<file path="src/design/dcam_pkg.sv">
// shared types and codes for the dual channel averaging monitor
// no dependencies; imported by the channel engine, reply unit and top level
`timescale 1ns / 1ps

package dcam_pkg;

  // action codes carried on the input tuser
  localparam logic [1:0] ACT_VOLT = 2'd0;
  localparam logic [1:0] ACT_CURR = 2'd1;
  localparam logic [1:0] ACT_CMD  = 2'd2;

  // bus command codes
  localparam logic [7:0] CMD_LED    = 8'h00;
  localparam logic [7:0] CMD_RAW_V  = 8'h01;
  localparam logic [7:0] CMD_RAW_I  = 8'h02;
  localparam logic [7:0] CMD_MEAN_V = 8'h03;
  localparam logic [7:0] CMD_MEAN_I = 8'h04;
  localparam logic [7:0] CMD_DEVID  = 8'h80;

  localparam logic [7:0] DEVICE_ID = 8'h42;

  // led mode data byte
  localparam logic [7:0] LED_OFF  = 8'h00;
  localparam logic [7:0] LED_ON   = 8'h01;
  localparam logic [7:0] LED_CRIT = 8'h02;

  // reply lengths
  localparam logic [1:0] LEN_NONE = 2'd0;
  localparam logic [1:0] LEN_ONE  = 2'd1;
  localparam logic [1:0] LEN_TWO  = 2'd2;

  // width of a value read back over the bus, high byte first
  localparam int REPLY_W = 16;

  typedef struct packed {
    logic [7:0] command;
    logic       has_data;
    logic [7:0] data_byte;
  } cmd_beat_t;

  typedef enum logic [1:0] {
    RD_RAW_V,
    RD_RAW_I,
    RD_MEAN_V,
    RD_MEAN_I
  } rd_sel_t;

endpackage

</file>
<file path="src/design/dcam_ram.sv">
// generic simple dual port ram, one write and one registered read port
// no dependencies
`timescale 1ns / 1ps

module dcam_ram #(
  parameter int WIDTH = 10,
  parameter int DEPTH = 16
) (
  input  logic                     clk,
  input  logic                     wr_en,
  input  logic [$clog2(DEPTH)-1:0] wr_addr,
  input  logic [WIDTH-1:0]         wr_data,
  input  logic                     rd_en,
  input  logic [$clog2(DEPTH)-1:0] rd_addr,
  output logic [WIDTH-1:0]         rd_data
);

  logic [WIDTH-1:0] mem [DEPTH];

  always_ff @(posedge clk) begin
    if (wr_en) begin
      mem[wr_addr] <= wr_data;
    end
    if (rd_en) begin
      rd_data <= mem[rd_addr];
    end
  end

endmodule

</file>
<file path="src/design/dcam_chan.sv">
// sample engine: ring memory, write positions, running sums and last raw values
// depends on dcam_pkg and dcam_ram
`timescale 1ns / 1ps

module dcam_chan #(
  parameter int AVG_DEPTH   = 8,
  parameter int SAMPLE_BITS = 10
) (
  input  logic                         clk,
  input  logic                         rst_n,
  input  logic                         smp_valid,
  input  logic                         smp_ch,
  input  logic [SAMPLE_BITS-1:0]       smp_value,
  input  dcam_pkg::rd_sel_t            rd_sel,
  output logic [dcam_pkg::REPLY_W-1:0] rd_value
);
  import dcam_pkg::*;

  localparam int PW    = $clog2(AVG_DEPTH);
  localparam int AW    = PW + 1;
  localparam int SUM_W = SAMPLE_BITS + PW;
  // reciprocal of the depth, exact for every sum below 2**SUM_W
  localparam int SHIFT = SUM_W + PW;
  localparam int PROD_W = SUM_W + SHIFT;
  localparam longint unsigned RECIP_FULL =
    ((64'd1 << SHIFT) + 64'(AVG_DEPTH) - 64'd1) / 64'(AVG_DEPTH);
  localparam logic [SHIFT-1:0] RECIP    = SHIFT'(RECIP_FULL);
  localparam logic [PW-1:0]    POS_LAST = PW'(AVG_DEPTH - 1);
  localparam logic [PW-1:0]    POS_ONE  = PW'(1);

  logic [PW-1:0]          pos_r   [2];
  logic [1:0]             primed_r;
  logic [1:0]             done_r;
  logic [SAMPLE_BITS-1:0] first_r [2];
  logic [SAMPLE_BITS-1:0] raw_r   [2];
  logic [SUM_W-1:0]       sum_r   [2];

  logic                   s1_valid_r;
  logic                   s1_prime_r;
  logic                   s1_mem_r;
  logic                   s1_ch_r;
  logic [SAMPLE_BITS-1:0] s1_value_r;
  logic [AW-1:0]          s1_addr_r;

  logic                   rd_en;
  logic [AW-1:0]          rd_addr;
  logic [SAMPLE_BITS-1:0] ram_q;
  logic [SAMPLE_BITS-1:0] old_value;
  logic [SUM_W-1:0]       sum_nxt;
  logic                   wr_en;

  logic [SUM_W-1:0]       mean_src;
  logic [PROD_W-1:0]      mean_prod;
  logic [SAMPLE_BITS-1:0] mean_value;

  // stage 0: look up the entry that this sample replaces
  assign rd_en   = smp_valid && primed_r[smp_ch];
  assign rd_addr = {smp_ch, pos_r[smp_ch]};

  dcam_ram #(
    .WIDTH(SAMPLE_BITS),
    .DEPTH(2 ** AW)
  ) u_ring (
    .clk    (clk),
    .wr_en  (wr_en),
    .wr_addr(s1_addr_r),
    .wr_data(s1_value_r),
    .rd_en  (rd_en),
    .rd_addr(rd_addr),
    .rd_data(ram_q)
  );

  always_ff @(posedge clk) begin
    if (!rst_n) begin
      primed_r   <= '0;
      done_r     <= '0;
      pos_r[0]   <= '0;
      pos_r[1]   <= '0;
      raw_r[0]   <= '0;
      raw_r[1]   <= '0;
      sum_r[0]   <= '0;
      sum_r[1]   <= '0;
      s1_valid_r <= 1'b0;
    end else begin
      s1_valid_r <= smp_valid;
      if (smp_valid) begin
        raw_r[smp_ch] <= smp_value;
        if (!primed_r[smp_ch]) begin
          primed_r[smp_ch] <= 1'b1;
          pos_r[smp_ch]    <= POS_ONE;
        end else begin
          pos_r[smp_ch] <= (pos_r[smp_ch] == POS_LAST) ? '0 : pos_r[smp_ch] + POS_ONE;
          // entry zero is the last one still holding the priming value
          if (pos_r[smp_ch] == '0) begin
            done_r[smp_ch] <= 1'b1;
          end
        end
      end
      if (s1_valid_r) begin
        sum_r[s1_ch_r] <= sum_nxt;
      end
    end
  end

  always_ff @(posedge clk) begin
    if (smp_valid) begin
      s1_ch_r    <= smp_ch;
      s1_value_r <= smp_value;
      s1_prime_r <= !primed_r[smp_ch];
      s1_mem_r   <= done_r[smp_ch];
      s1_addr_r  <= rd_addr;
      if (!primed_r[smp_ch]) begin
        first_r[smp_ch] <= smp_value;
      end
    end
  end

  // stage 1: running sum update and ring write back
  assign old_value = s1_mem_r ? ram_q : first_r[s1_ch_r];
  assign wr_en     = s1_valid_r && !s1_prime_r;

  always_comb begin
    if (s1_prime_r) begin
      sum_nxt = SUM_W'(SUM_W'(s1_value_r) * SUM_W'(AVG_DEPTH));
    end else begin
      sum_nxt = sum_r[s1_ch_r] - SUM_W'(old_value) + SUM_W'(s1_value_r);
    end
  end

  // read back: mean as sum times reciprocal
  assign mean_src   = (rd_sel == RD_MEAN_I) ? sum_r[1] : sum_r[0];
  assign mean_prod  = PROD_W'(mean_src) * PROD_W'(RECIP);
  assign mean_value = mean_prod[SHIFT +: SAMPLE_BITS];

  always_comb begin
    unique case (rd_sel)
      RD_RAW_V:  rd_value = REPLY_W'(raw_r[0]);
      RD_RAW_I:  rd_value = REPLY_W'(raw_r[1]);
      RD_MEAN_V: rd_value = REPLY_W'(mean_value);
      RD_MEAN_I: rd_value = REPLY_W'(mean_value);
      default:   rd_value = '0;
    endcase
  end

endmodule

</file>
<file path="src/design/dcam_reply.sv">
// command unit: led mode state, reply build and registered output beat
// depends on dcam_pkg
`timescale 1ns / 1ps

module dcam_reply (
  input  logic                         clk,
  input  logic                         rst_n,
  input  logic                         cmd_valid,
  input  dcam_pkg::cmd_beat_t          cmd_beat,
  output logic                         cmd_ready,
  output dcam_pkg::rd_sel_t            rd_sel,
  input  logic [dcam_pkg::REPLY_W-1:0] rd_value,
  output logic                         out_valid,
  input  logic                         out_ready,
  output logic [1:0]                   out_len,
  output logic [7:0]                   out_first,
  output logic [7:0]                   out_second,
  output logic                         out_led,
  output logic                         out_crit
);
  import dcam_pkg::*;

  logic      s1_valid_r;
  cmd_beat_t s1_beat_r;
  logic      led_r;
  logic      crit_r;
  logic      out_valid_r;
  logic [1:0] out_len_r;
  logic [7:0] out_first_r;
  logic [7:0] out_second_r;
  logic      out_led_r;
  logic      out_crit_r;

  logic       adv;
  logic       led_nxt;
  logic       crit_nxt;
  logic [1:0] len_nxt;
  logic [7:0] first_nxt;
  logic [7:0] second_nxt;
  logic       is_read;

  assign adv       = s1_valid_r && (!out_valid_r || out_ready);
  assign cmd_ready = !s1_valid_r || adv;

  always_comb begin
    unique case (s1_beat_r.command)
      CMD_RAW_V:  rd_sel = RD_RAW_V;
      CMD_RAW_I:  rd_sel = RD_RAW_I;
      CMD_MEAN_V: rd_sel = RD_MEAN_V;
      CMD_MEAN_I: rd_sel = RD_MEAN_I;
      default:    rd_sel = RD_RAW_V;
    endcase
  end

  always_comb begin
    led_nxt    = led_r;
    crit_nxt   = crit_r;
    len_nxt    = LEN_NONE;
    first_nxt  = '0;
    second_nxt = '0;
    is_read    = 1'b0;
    unique case (s1_beat_r.command)
      CMD_LED: begin
        // unknown mode or missing data byte leaves everything as is
        if (s1_beat_r.has_data) begin
          if (s1_beat_r.data_byte == LED_ON) begin
            led_nxt  = 1'b1;
            crit_nxt = 1'b0;
          end else if (s1_beat_r.data_byte == LED_OFF) begin
            led_nxt  = 1'b0;
            crit_nxt = 1'b0;
          end else if (s1_beat_r.data_byte == LED_CRIT) begin
            crit_nxt = 1'b1;
          end
        end
      end
      CMD_RAW_V, CMD_RAW_I, CMD_MEAN_V, CMD_MEAN_I: begin
        is_read = 1'b1;
      end
      CMD_DEVID: begin
        len_nxt   = LEN_ONE;
        first_nxt = DEVICE_ID;
      end
      default: begin
        len_nxt = LEN_NONE;
      end
    endcase
    if (is_read) begin
      len_nxt    = LEN_TWO;
      first_nxt  = rd_value[15:8];
      second_nxt = rd_value[7:0];
    end
  end

  always_ff @(posedge clk) begin
    if (!rst_n) begin
      s1_valid_r  <= 1'b0;
      led_r       <= 1'b0;
      crit_r      <= 1'b0;
      out_valid_r <= 1'b0;
    end else begin
      if (cmd_ready) begin
        s1_valid_r <= cmd_valid;
      end
      if (adv) begin
        led_r       <= led_nxt;
        crit_r      <= crit_nxt;
        out_valid_r <= 1'b1;
      end else if (out_ready) begin
        out_valid_r <= 1'b0;
      end
    end
  end

  always_ff @(posedge clk) begin
    if (cmd_ready && cmd_valid) begin
      s1_beat_r <= cmd_beat;
    end
    if (adv) begin
      out_len_r    <= len_nxt;
      out_first_r  <= first_nxt;
      out_second_r <= second_nxt;
      out_led_r    <= led_nxt;
      out_crit_r   <= crit_nxt;
    end
  end

  assign out_valid  = out_valid_r;
  assign out_len    = out_len_r;
  assign out_first  = out_first_r;
  assign out_second = out_second_r;
  assign out_led    = out_led_r;
  assign out_crit   = out_crit_r;

endmodule

</file>
<file path="src/design/dual_channel_averaging_monitor_top.sv">
// top level of the dual channel averaging monitor
// depends on dcam_pkg, dcam_chan, dcam_ram and dcam_reply
`timescale 1ns / 1ps

// Battery monitor with a voltage and a current channel and a small bus command
// set. Input beats carry an action on in_tuser: a voltage sample, a current
// sample or a bus command. A sample beat stores the raw reading and pushes it
// into that channel's ring of AVG_DEPTH entries; the first sample of a channel
// stands for the whole ring. A command beat either sets the led mode or asks
// for a reply (raw or mean value high byte first, or the device id) and always
// yields exactly one output beat; sample beats yield none. One beat is taken
// every cycle while in_tready is high: the ring lives in one ram with a
// registered read, read in the cycle a sample is accepted and written back the
// next, so consecutive samples touch different entries and the running sum is
// ready for the next sample. A command's reply goes via the command and output
// registers and reflects all samples accepted before it. The mean is the
// running sum times a reciprocal of AVG_DEPTH, exact over the whole sum range.
// No clearing pass is needed after reset. in_tready only drops while a reply
// waits on out_tready and a further command is already queued behind it.

module dual_channel_averaging_monitor_top #(
  parameter int AVG_DEPTH   = 8,
  parameter int SAMPLE_BITS = 10,
  localparam int IN_DATA_W  = ((SAMPLE_BITS + 17 + 7) / 8) * 8,
  localparam int OUT_DATA_W = 24
) (
  input  logic                  clk,
  input  logic                  rst_n,
  input  logic                  in_tvalid,
  output logic                  in_tready,
  // sample, command, has_data, data_byte, zero padding
  input  logic [IN_DATA_W-1:0]  in_tdata,
  // action
  input  logic [1:0]            in_tuser,
  output logic                  out_tvalid,
  input  logic                  out_tready,
  // reply_length, reply_first, reply_second, led_lit, critical_mode, zero padding
  output logic [OUT_DATA_W-1:0] out_tdata
);
  import dcam_pkg::*;

  localparam int CMD_LSB = SAMPLE_BITS;
  localparam int PAD_W   = OUT_DATA_W - 20;

  logic                   in_beat;
  logic                   smp_valid;
  logic                   cmd_valid;
  logic [SAMPLE_BITS-1:0] smp_value;
  cmd_beat_t              cmd_beat;
  rd_sel_t                rd_sel;
  logic [REPLY_W-1:0]     rd_value;

  logic [1:0] out_len;
  logic [7:0] out_first;
  logic [7:0] out_second;
  logic       out_led;
  logic       out_crit;

  // unused action code is swallowed with no effect
  assign in_beat   = in_tvalid && in_tready;
  assign smp_valid = in_beat && (in_tuser == ACT_VOLT || in_tuser == ACT_CURR);
  assign cmd_valid = in_tvalid && (in_tuser == ACT_CMD);

  assign smp_value          = in_tdata[SAMPLE_BITS-1:0];
  assign cmd_beat.command   = in_tdata[CMD_LSB +: 8];
  assign cmd_beat.has_data  = in_tdata[CMD_LSB + 8];
  assign cmd_beat.data_byte = in_tdata[CMD_LSB + 9 +: 8];

  dcam_chan #(
    .AVG_DEPTH  (AVG_DEPTH),
    .SAMPLE_BITS(SAMPLE_BITS)
  ) u_chan (
    .clk      (clk),
    .rst_n    (rst_n),
    .smp_valid(smp_valid),
    .smp_ch   (in_tuser[0]),
    .smp_value(smp_value),
    .rd_sel   (rd_sel),
    .rd_value (rd_value)
  );

  dcam_reply u_reply (
    .clk       (clk),
    .rst_n     (rst_n),
    .cmd_valid (cmd_valid),
    .cmd_beat  (cmd_beat),
    .cmd_ready (in_tready),
    .rd_sel    (rd_sel),
    .rd_value  (rd_value),
    .out_valid (out_tvalid),
    .out_ready (out_tready),
    .out_len   (out_len),
    .out_first (out_first),
    .out_second(out_second),
    .out_led   (out_led),
    .out_crit  (out_crit)
  );

  assign out_tdata = {{PAD_W{1'b0}}, out_crit, out_led, out_second, out_first, out_len};

endmodule

</file>
<file path="config.mk">
export PLATFORM = sky130hd
export DESIGN_NAME = dual_channel_averaging_monitor_top
export DESIGN_NICKNAME = d
export VERILOG_FILES = /design/src/design/dcam_pkg.sv /design/src/design/dcam_ram.sv /design/src/design/dcam_chan.sv /design/src/design/dcam_reply.sv /design/src/design/dual_channel_averaging_monitor_top.sv
export SDC_FILE = /design/constraint.sdc
export NUM_CORES = 1
export LEC_CHECK = 0
export BUFFER_PORTS_ARGS = -buffer_cell sky130_fd_sc_hd__buf_2
export CAP_MARGIN = 5
export CORE_ASPECT_RATIO = 0.7
export CORE_MARGIN = 2
export CORE_UTILIZATION = 30
export CTS_CLUSTER_DIAMETER = 50
export DETAILED_ROUTE_END_ITERATION = 16
export PLACE_DENSITY = 0.49
export SYNTH_ARGS = -nofsm -noshare
export SYNTH_HDL_FRONTEND = slang
export SYNTH_HIERARCHICAL = 1
export SYNTH_SLANG_ARGS = --single-unit
export TNS_END_PERCENT = 30
</file>
<file path="constraint.sdc">
create_clock -name clk -period 9.7 [get_ports clk]
set_clock_uncertainty 0.05 [all_clocks]
set_input_delay 0.485 -clock clk [delete_from_list [all_inputs] [get_ports clk]]
set_output_delay 0.485 -clock clk [all_outputs]
set_load 0.005 [all_outputs]
</file>
==> results of run 1 <==
==> cell families after synthesis <==
kind of cell / count (synthesis)
flops: 305
simple gates: 191
mux: 83
buf+inv: 81
compound gates: 77
fa+ha+maj: 25
xor+xnor: 14
other cells: 2
==> worst max path at each step <==
stage | end | slack (ps) | depth (start not counted)
floorplan | u_chan/sum_r[0][11] | 6220 | 12
global placement | u_chan/sum_r[0][12] | 5800 | 12
detailed placement | u_chan/sum_r[1][12] | 5800 | 12
CTS | u_chan/sum_r[0][8] | 5770 | 12
global route | u_chan/sum_r[0][12] | 5390 | 12
finish | u_chan/sum_r[1][8] | 5760 | 12
==> layout make-up <==
cell class / count / area [um2] / share of cell area, %
multi-input combinational: 400 / 3577 / 23.90
sequential: 305 / 9059 / 60.52
clock buffer: 42 / 944.7 / 6.311
tap: 552 / 690.7 / 4.614
antenna: 2 / 5.005 / 0.03344
clock inverter: 15 / 106.4 / 0.7105
timing repair buffer: 76 / 435.4 / 2.909
inverter: 40 / 150.1 / 1.003
==> flip-flops by register name, summed over array words and instances (netlist names), 2 cells and up, named ones only <==
| signal | count |
|---|---|
| u_chan/u_ring/mem | 160 |
| u_chan/sum_r | 26 |
| u_chan/first_r | 20 |
| u_chan/raw_r | 20 |
| u_reply/s1_beat_r | 17 |
| u_chan/s1_value_r | 10 |
| u_chan/u_ring/rd_data | 10 |
| u_reply/out_first | 8 |
| u_reply/out_second | 8 |
| u_chan/pos_r | 6 |
| u_chan/s1_addr_r | 3 |
| u_chan/done_r | 2 |
| u_chan/primed_r | 2 |
| u_reply/out_len | 2 |
==> through the flow <==
step                std cells  power [mW]
floorplan                 786       1.704
global placement         1373       1.784
detailed placement       1373       1.786
CTS                      1430       3.020
global route             1430       3.107
finish                   1432       2.980
==> routing by layer <==
metal,vias up,share of wire (%),GRT usage (%),routed length [um]
li1,3141,-,-,-
met1,3516,52,20.72,14970
met2,170,41,18.15,11890
met3,46,5.8,2.729,1679
met4,0,1.7,3.600,500
met5,-,0,0,0
==> critical path, stage by stage (launching register included) <==
cell and delay, ps:
dfxtp_1 310, buf_4 390, mux2i_1 390, o21ai_0 230, fa_1 570, inv_1 40, ha_1 330, nor2b_1 240
o2111ai_1 170, a32oi_1 460, xor2_1 110, mux2i_1 250, nor2_1 70
==> layout by cell type (no fill, tap or decap), types with 22 or more instances in the layout <==
cell,count
mux2i_1,29
nor2_1,49
buf_4,22
clkbuf_16,37
nand2_1,45
inv_1,37
edfxtp_1,295
and2_1,37
mux4_2,38
buf_2,54
==> power groups by stage <==
stage / combinational, mW / sequential, mW / clock [mW]
after global placement: 0.249 / 1.53 / 0
after detailed placement: 0.250 / 1.54 / 0
final: 0.249 / 1.51 / 1.22
after CTS: 0.252 / 1.51 / 1.26
after floorplan: 0.184 / 1.52 / 0
after global routing: 0.279 / 1.51 / 1.32
==> flow_metrics.py, run 1 <==
metrics = {
    "timing": {
        "tns_ps": 0,
        "max_freq_mhz": 253.8,
        "post-route-period-util_pct": 40.62,
        "postLayoutSetupSlackWorst_ps": 5760,
        "relSlewSlack_pct": 17.33,
        "hold_viol_final": 0,
        "rsz0062_at_grt": "no",
        "tightest_slew_ps": 1235,
        "drv_slew": 0,
        "setup_viol": 0,
        "hold-worst-slack_ps": 94.02,
        "min_period_ps": 3940,
    },
    "synthesis": {
        "synth_area_leaders": "edfxtp_1 (68%), mux4_2 (6.6%), mux4_1 (2.4%), mux2i_1 (2.2%), and2_1 (1.8%)",
        "yosys.area_share.xor_xnor_pct": 0.9439,
        "yosys-top-cells-count": "edfxtp_1 (295), nor2_1 (49), nand2_1 (45)",
        "synth_flop_cell": "edfxtp_1",
        "synth.most_common_cell": "edfxtp_1",
        "synthSimpleGateAreaFrac_pct": 7.657,
        "synthAdderAreaFrac_pct": 2.986,
        "synth_edf_count": 295,
        "yosysWarningCount": 6,
        "muxShareOfSynthArea_pct": 11.60,
        "synth_compound_area_share_pct": 4.026,
        "yosysUniqueCellTypes": 63,
        "synth_seq_cells": 305,
        "async_reset_ff_share_pct": 0,
        "synth_top_family_by_area": "multiplexers",
        "yosysTopAreaCellShare_pct": 68.19,
        "mappedNetlistArea_um2": 12990,
        "yosys.area.top_type": "edfxtp_1",
        "synth_seq_area_share_pct": 69.73,
        "syn_inst": 778,
        "syn_area_per_cell_um2": 16.70,
    },
    "worst_hold_path": {
        "worstHoldPathCells": 1,
        "worstHoldPathType": "primary input to register",
        "min_from": "in_tdata[25]",
        "whs_endpoint": "u_reply/s1_beat_r[6]",
    },
    "cts": {
        "cts_buffers": 34,
        "cts-resized-gates": 0,
        "clockRootBuffer": "clkbuf_16",
        "holdBufCountCts": 0,
        "clock_latency_ps": 530,
        "h-tree-depth": 2,
        "clockBufferDepth": 3,
        "clk_pin_slew_ps": 60,
        "cts_sinks": 305,
        "postCtsSetupBuffers": 0,
        "cts_tree": "built",
    },
    "drt": {
        "ant_nets": 0,
        "drt_iter0_drc": 422,
        "first_pass_iters": 7,
        "drc_errors": 0,
        "drt-vias-per-instance": 4.800,
        "wl_per_cell_um": 20.28,
        "routed-via-count": 6873,
        "drt_wl_total_um": 29040,
    },
    "flow_run": {
        "drv_cap": 0,
    },
    "placed_design": {
        "post-dp-hpwl_um": 19220,
        "placed_area_um2": 13910,
        "place_worst_setup_slack_ps": 5802,
        "routabilityCongestion": 0.7856,
        "io_buffers": 54,
    },
    "global_route": {
        "grtUsageTotal_pct": 13.19,
        "grt_max_degree": 43,
        "grt_pass1_wl_um": 43550,
        "grt_pass1_vias": 6816,
        "globalRouteOverflowTotal": 0,
        "grt_antenna_before_repair": 1,
    },
    "final_layout": {
        "areaGrowthSynthToFinish_pct": 15.22,
        "final_layout_size_suffix_gt1_share_pct": 19.70,
        "fin_nets": 920,
        "fillers": 4021,
        "post-route-cell-area_um2": 14970,
        "fin_util_pct": 35.16,
    },
    "die": {
        "die_area_um2": 45010,
        "fp.dieW_um": 252.7,
        "core_area_um2": 42570,
        "initial_utilization_pct": 30.52,
        "rows": 63,
        "die_y_um": 178.1,
        "num_io_pins": 64,
    },
    "power_and_ir_drop": {
        "switching_share_pct": 22.96,
        "p_leak_nw": 5.152,
        "pwr-share-clk_pct": 41.1,
        "irDropWorstVdd_mv": 0.08353,
        "power_switching_mw": 0.6841,
        "pwr-share-comb_pct": 8.3,
        "intPower_mw": 2.296,
        "p_per_area_nw_per_um2": 199.1,
        "seqPwrFrac_pct": 50.6,
    },
    "setup_path": {
        "cp_data_required_time_ps": 9890,
        "worstPathMaxFanout": 24,
        "reg2reg_slack_ps": 5760,
        "crit_path_start_kind": "register",
        "reg2regPathDepth": 12,
        "critPathCaptureType": "register",
        "critical_path_arrival_ps": 4130,
        "critical_path_class": "register to register",
        "worst_r2r_endpoint": "u_chan/sum_r[1][8]",
    },
    "run_status": {
        "outcome": "finished clean",
    },
}
Power figures use the tool's default switching activity.
==> inputs of run 2 (changes only) <==
==> constraint.sdc (replaced) <==
create_clock -name clk -period 3.75 [get_ports clk]
set_clock_uncertainty 0.05 [all_clocks]
set_input_delay 0.1875 -clock clk [delete_from_list [all_inputs] [get_ports clk]]
set_output_delay 0.1875 -clock clk [all_outputs]
set_load 0.005 [all_outputs]
==> run 2 against run 1 <==
Non-clock buffer count rose by 52. Sequential power rose to 2.6 times the previous value. Via count rose by 1.6%. Count of clock-buffer cells in the layout fell by 5. Maximum frequency rose by 14%. Critical endpoint is now u_chan/sum_r[0][11]. Largest cell class unchanged.
==> flow_metrics.py, run 2 (synthesis results as in run 1) <==
metrics = {
    "flow_run": {
        "drv_cap": 0,
    },
    "final_layout": {
        "final_layout_size_suffix_gt1_share_pct": 20.99,
        "layout_common_cells": "edfxtp_1 (295), buf_2 (54), nor2_1 (49)",
        "final_common_cell": "edfxtp_1",
        "instances_no_fill": 1481,
        "reg.largest.list": "u_chan/u_ring/mem: 160 flops, u_chan/sum_r: 26 flops",
        "fin_nets": 969,
        "fillers": 4046,
        "insertedDiodeCount": 0,
        "largest_register_ffs": 160,
        "top_register": "u_chan/u_ring/mem",
        "fin_util_pct": 36.01,
        "areaGrowthSynthToFinish_pct": 17.98,
    },
    "die": {
        "core_area_um2": 42570,
        "initial_utilization_pct": 30.52,
        "fp.dieW_um": 252.7,
        "rows": 63,
        "die_y_um": 178.1,
        "die_area_um2": 45010,
        "num_io_pins": 64,
    },
    "cts": {
        "cts_buffers": 31,
        "clk_pin_slew_ps": 60,
        "cts_tree": "built",
        "cts_sinks": 305,
        "clockRootBuffer": "clkbuf_16",
        "clock_latency_ps": 570,
        "h-tree-depth": 1,
        "clockBufferDepth": 3,
        "cts-resized-gates": 0,
    },
    "drt": {
        "drt_iter0_drc": 743,
        "drc_errors": 0,
        "wl_per_cell_um": 20.02,
        "first_pass_iters": 5,
        "drt-vias-per-instance": 4.717,
        "routed-via-count": 6986,
        "drt_wl_total_um": 29650,
        "ant_nets": 0,
    },
    "timing": {
        "relSlewSlack_pct": 31.17,
        "postLayoutSetupSlackWorst_ps": 308.2,
        "max_freq_mhz": 290.5,
        "drv_slew": 0,
        "min_period_ps": 3442,
        "hold_viol_final": 0,
        "tns_ps": 0,
        "post-route-period-util_pct": 91.78,
        "rsz0062_at_grt": "no",
        "setup_viol": 0,
        "tightest_slew_ps": 1030,
    },
    "worst_hold_path": {
        "min_from": "in_tuser[0]",
        "worstHoldPathType": "primary input to register",
        "whs_endpoint": "u_chan/s1_ch_r",
        "worstHoldPathCells": 1,
    },
    "setup_path": {
        "worstPathMaxFanout": 24,
        "reg2reg_slack_ps": 310,
        "reg2regPathDepth": 12,
        "critical_path_arrival_ps": 3710,
        "critPathCaptureType": "register",
        "worst_r2r_endpoint": "u_chan/sum_r[0][11]",
        "critical_path_class": "register to register",
        "cp_data_required_time_ps": 4020,
        "crit_path_start_kind": "register",
    },
    "global_route": {
        "globalRouteOverflowTotal": 0,
        "grt_pass1_wl_um": 44690,
        "met1_usage_pct": 21.57,
        "grtUsageTotal_pct": 13.43,
        "grt_max_degree": 43,
        "busiest_layer": "met1",
        "grt_pass1_vias": 7073,
        "use_met3_pct": 2.160,
        "grt_antenna_before_repair": 0,
        "use_met2_pct": 18.73,
    },
    "power_and_ir_drop": {
        "p_total_mw": 7.409,
        "p_leak_nw": 5.323,
        "p_per_area_nw_per_um2": 483.4,
        "irDropWorstVdd_mv": 0.3173,
    },
    "placed_design": {
        "io_buffers": 54,
        "place_worst_setup_slack_ps": 335.0,
        "dp.cells": 1394,
        "routabilityCongestion": 0.8105,
        "post-dp-hpwl_um": 19710,
    },
    "run_status": {
        "outcome": "finished clean",
    },
}
-- run 2: cell types whose count changed in the layout (fill, tap and decap cells not counted), sizes merged --
cell / change
diode: -2
clkbuf: -5
inv: -1
buf: +21
clkinv: +2
dlygate4sd3: +31
clkinvlp: +4
bufinv: -1
-- run 2: through the flow --
stage	hold slack (ps)	cell area (um2)
detailed placement	315.6	14110
global route	34.46	15330
CTS	23.92	15330
global placement	315.0	14110
floorplan	236.4	13020
finish	49.50	15330
-- run 2: layout make-up --
type | instances | area (um2) | area share, %
timing repair buffer | 128 | 940.9 | 6.139
tap | 552 | 690.7 | 4.506
multi-input combinational | 400 | 3577 | 23.34
inverter | 40 | 150.1 | 0.9796
clock inverter | 19 | 111.4 | 0.7265
clock buffer | 37 | 798.3 | 5.208
sequential | 305 | 9059 | 59.10
-- run 2: power breakdown --
group	internal [mW]	switching (mW)	leakage [nW]
combinational	0.300	0.436	2.11
sequential	3.82	0.0371	2.77
clock	1.52	1.30	0.436
-- run 2: per-layer routing --
metal  vias to the layer above  wire length (um)
met3                        41              1523
met1                      3546             15480
met4                         0               550
met2                       172             12090
li1                       3227                 -
met5                         -                 0
-- run 2: critical path, cell delays in order (launching register included) --
cell,delay (ps)
dfxtp_1,350
buf_12,220
mux2i_1,200
o21ai_0,120
fa_1,540
inv_1,40
ha_1,360
a21o_1,220
a31o_1,220
o2111a_1,270
or3_1,300
a31oi_1,220
nor2_1,60
-- run 2: worst max path at each step --
stage	to	cells after the start	slack (ps)
finish	u_chan/sum_r[0][11]	12	310
global placement	u_chan/sum_r[1][8]	11	350
global route	u_chan/sum_r[1][12]	12	30
CTS	u_chan/sum_r[0][11]	12	310
floorplan	u_chan/sum_r[0][11]	12	270
detailed placement	u_chan/sum_r[0][11]	12	330
-- run 2: repair_timing --
action,4_1_cts,5_1_grt
hold buffers,31,0
endpoints found under the hold margin,72,0
setup buffers,0,0
==> inputs of run 3 (changes only) <==
--- a/config.mk
+++ b/config.mk
@@ -13,6 +13,7 @@
 export CTS_CLUSTER_DIAMETER = 50
 export DETAILED_ROUTE_END_ITERATION = 16
 export PLACE_DENSITY = 0.49
+export REMOVE_ABC_BUFFERS = 1
 export SYNTH_ARGS = -nofsm -noshare
 export SYNTH_HDL_FRONTEND = slang
 export SYNTH_HIERARCHICAL = 1
==> run 3 against run 2 <==
Core utilization is 0.27 points higher. Hold slack better by 11 ps. Power is 3.1% higher.
==> flow_metrics.py, run 3 (synthesis results as in run 1) <==
metrics = {
    "final_layout": {
        "areaGrowthSynthToFinish_pct": 18.88,
        "reg.largest.list": "u_chan/u_ring/mem: 160 flops, u_chan/sum_r: 26 flops",
        "fin_util_pct": 36.28,
        "insertedDiodeCount": 0,
        "top_register": "u_chan/u_ring/mem",
        "largest_register_ffs": 160,
        "final_layout_size_suffix_gt1_share_pct": 21.54,
        "layout_common_cells": "edfxtp_1 (295), buf_2 (54), nor2_1 (49)",
        "fin_nets": 972,
        "final_common_cell": "edfxtp_1",
    },
    "global_route": {
        "grt_antenna_before_repair": 1,
        "grt_pass1_vias": 6911,
        "globalRouteOverflowTotal": 0,
        "grtUsageTotal_pct": 12.75,
        "grt_pass1_wl_um": 42550,
        "grt_max_degree": 36,
    },
    "timing": {
        "min_period_ps": 3470,
        "hold-worst-slack_ps": 60.11,
        "setup_viol": 0,
        "tightest_slew_ps": 1109,
        "hold_viol_final": 0,
        "drv_slew": 0,
        "tns_ps": 0,
        "max_freq_mhz": 288.2,
        "post-route-period-util_pct": 92.54,
        "rsz0062_at_grt": "no",
        "postLayoutSetupSlackWorst_ps": 279.6,
        "relSlewSlack_pct": 25.95,
    },
    "drt": {
        "wl_per_cell_um": 19.02,
        "ant_nets": 0,
        "drt_iter0_drc": 479,
        "first_pass_iters": 4,
        "drt-vias-per-instance": 4.659,
        "routed-via-count": 6918,
        "drt_wl_total_um": 28240,
        "drc_errors": 0,
    },
    "setup_path": {
        "critical_path_class": "register to register",
        "max_stage_delay_ps": 520,
        "slowest_stage": "fa_1",
        "reg2regPathDepth": 13,
        "crit_path_start_kind": "register",
        "worstPathMaxFanout": 15,
        "critical_path_arrival_ps": 3690,
        "cp_cell_sequence": "buf_12, mux2i_1, o21ai_0, fa_1, inv_1, ha_1, nor2b_1, o2111ai_1, a32oi_1, buf_4, a2111oi_1, a41o_1, nor2_1",
        "critPathCaptureType": "register",
        "cp_data_required_time_ps": 3960,
    },
    "power_and_ir_drop": {
        "p_per_area_nw_per_um2": 494.6,
        "irDropWorstVdd_mv": 0.2724,
        "p_leak_nw": 5.386,
    },
    "die": {
        "die_area_um2": 45010,
        "die_y_um": 178.1,
        "num_io_pins": 64,
        "fp.dieW_um": 252.7,
        "initial_utilization_pct": 30.52,
        "rows": 63,
        "core_area_um2": 42570,
    },
    "placed_design": {
        "routabilityCongestion": 0.7899,
        "post-dp-hpwl_um": 19630,
        "io_buffers": 54,
        "place_worst_setup_slack_ps": 277.1,
    },
    "worst_hold_path": {
        "worstHoldPathType": "primary input to register",
        "min_from": "in_tuser[1]",
        "worstHoldPathCells": 4,
    },
    "flow_run": {
        "drv_cap": 0,
    },
    "cts": {
        "clk_pin_slew_ps": 60,
        "clockBufferDepth": 3,
        "cts_tree": "built",
        "clockRootBuffer": "clkbuf_16",
        "h-tree-depth": 2,
        "cts_buffers": 34,
        "cts_sinks": 305,
        "clock_latency_ps": 520,
    },
    "run_status": {
        "outcome": "finished clean",
    },
}
run 3: changes by cell type in the layout (fill, tap and decap cells not counted), sizes merged:
cell,delta
clkbuf,+6
buf,+2
clkinvlp,-2
dlygate4sd3,-2
run 3: through the flow:
| stage | instance area [um2] | std cells | power, mW |
|---|---|---|---|
| after floorplan | 12780 | 745 | 4.385 |
| after global placement | 14140 | 1396 | 4.632 |
| after detailed placement | 14140 | 1396 | 4.636 |
| after CTS | 15440 | 1485 | 7.739 |
| after global routing | 15440 | 1485 | 7.951 |
| final | 15440 | 1485 | 7.639 |
run 3: power breakdown:
part | switching [mW] | leakage (nW) | internal [mW]
Clock | 1.33 | 0.485 | 1.72
Sequential | 0.0353 | 2.77 | 3.82
Combinational | 0.424 | 2.13 | 0.309
Total | 1.79 | 5.39 | 5.85
run 3: final timing paths:
check	slack [ps]	end
setup / recovery	280	u_chan/sum_r[1][12]
hold / removal	60	u_reply/s1_valid_r
setup reg to reg	280	u_chan/sum_r[1][12]
hold reg to reg	410	u_chan/done_r[1]
run 3: cell type report:
type / instances / area, um2
Clock inverter: 17 / 101.3
Sequential cell: 305 / 9059
Fill cell: 4043 / 27120
Tap cell: 552 / 690.7
Inverter: 40 / 150.1
Timing Repair Buffer: 128 / 948.4
Clock buffer: 43 / 905.9
Multi-Input combinational cell: 400 / 3588
run 3: timing repair:
| item | in CTS | in global routing |
|---|---|---|
| buffers inserted | 0 | 0 |
| setup endpoints to repair | 0 | 2 |
| hold endpoints to repair | 61 | 0 |
| resized for setup | 0 | 1 |
| hold buffers | 29 | 0 |
run 3: routing by layer:
metal  vias to the layer above  track usage [%]  wire length, um
li1                       3247                -                -
met1                      3500            20.81            15610
met2                       136            16.80            10940
met3                        33            2.597             1282
met4                         2            3.180              398
met5                         -                0               11
run 3: critical path, delay by kind of cell (launching register included):
kind | cells | cell delay (ps)
AND/OR/NAND/NOR | 2 | 220
adder cells (fa/ha/maj) | 2 | 860
buffers and inverters | 3 | 390
multiplexers | 1 | 260
AO/OA/AOI/OAI | 5 | 1070
flip-flops | 1 | 350
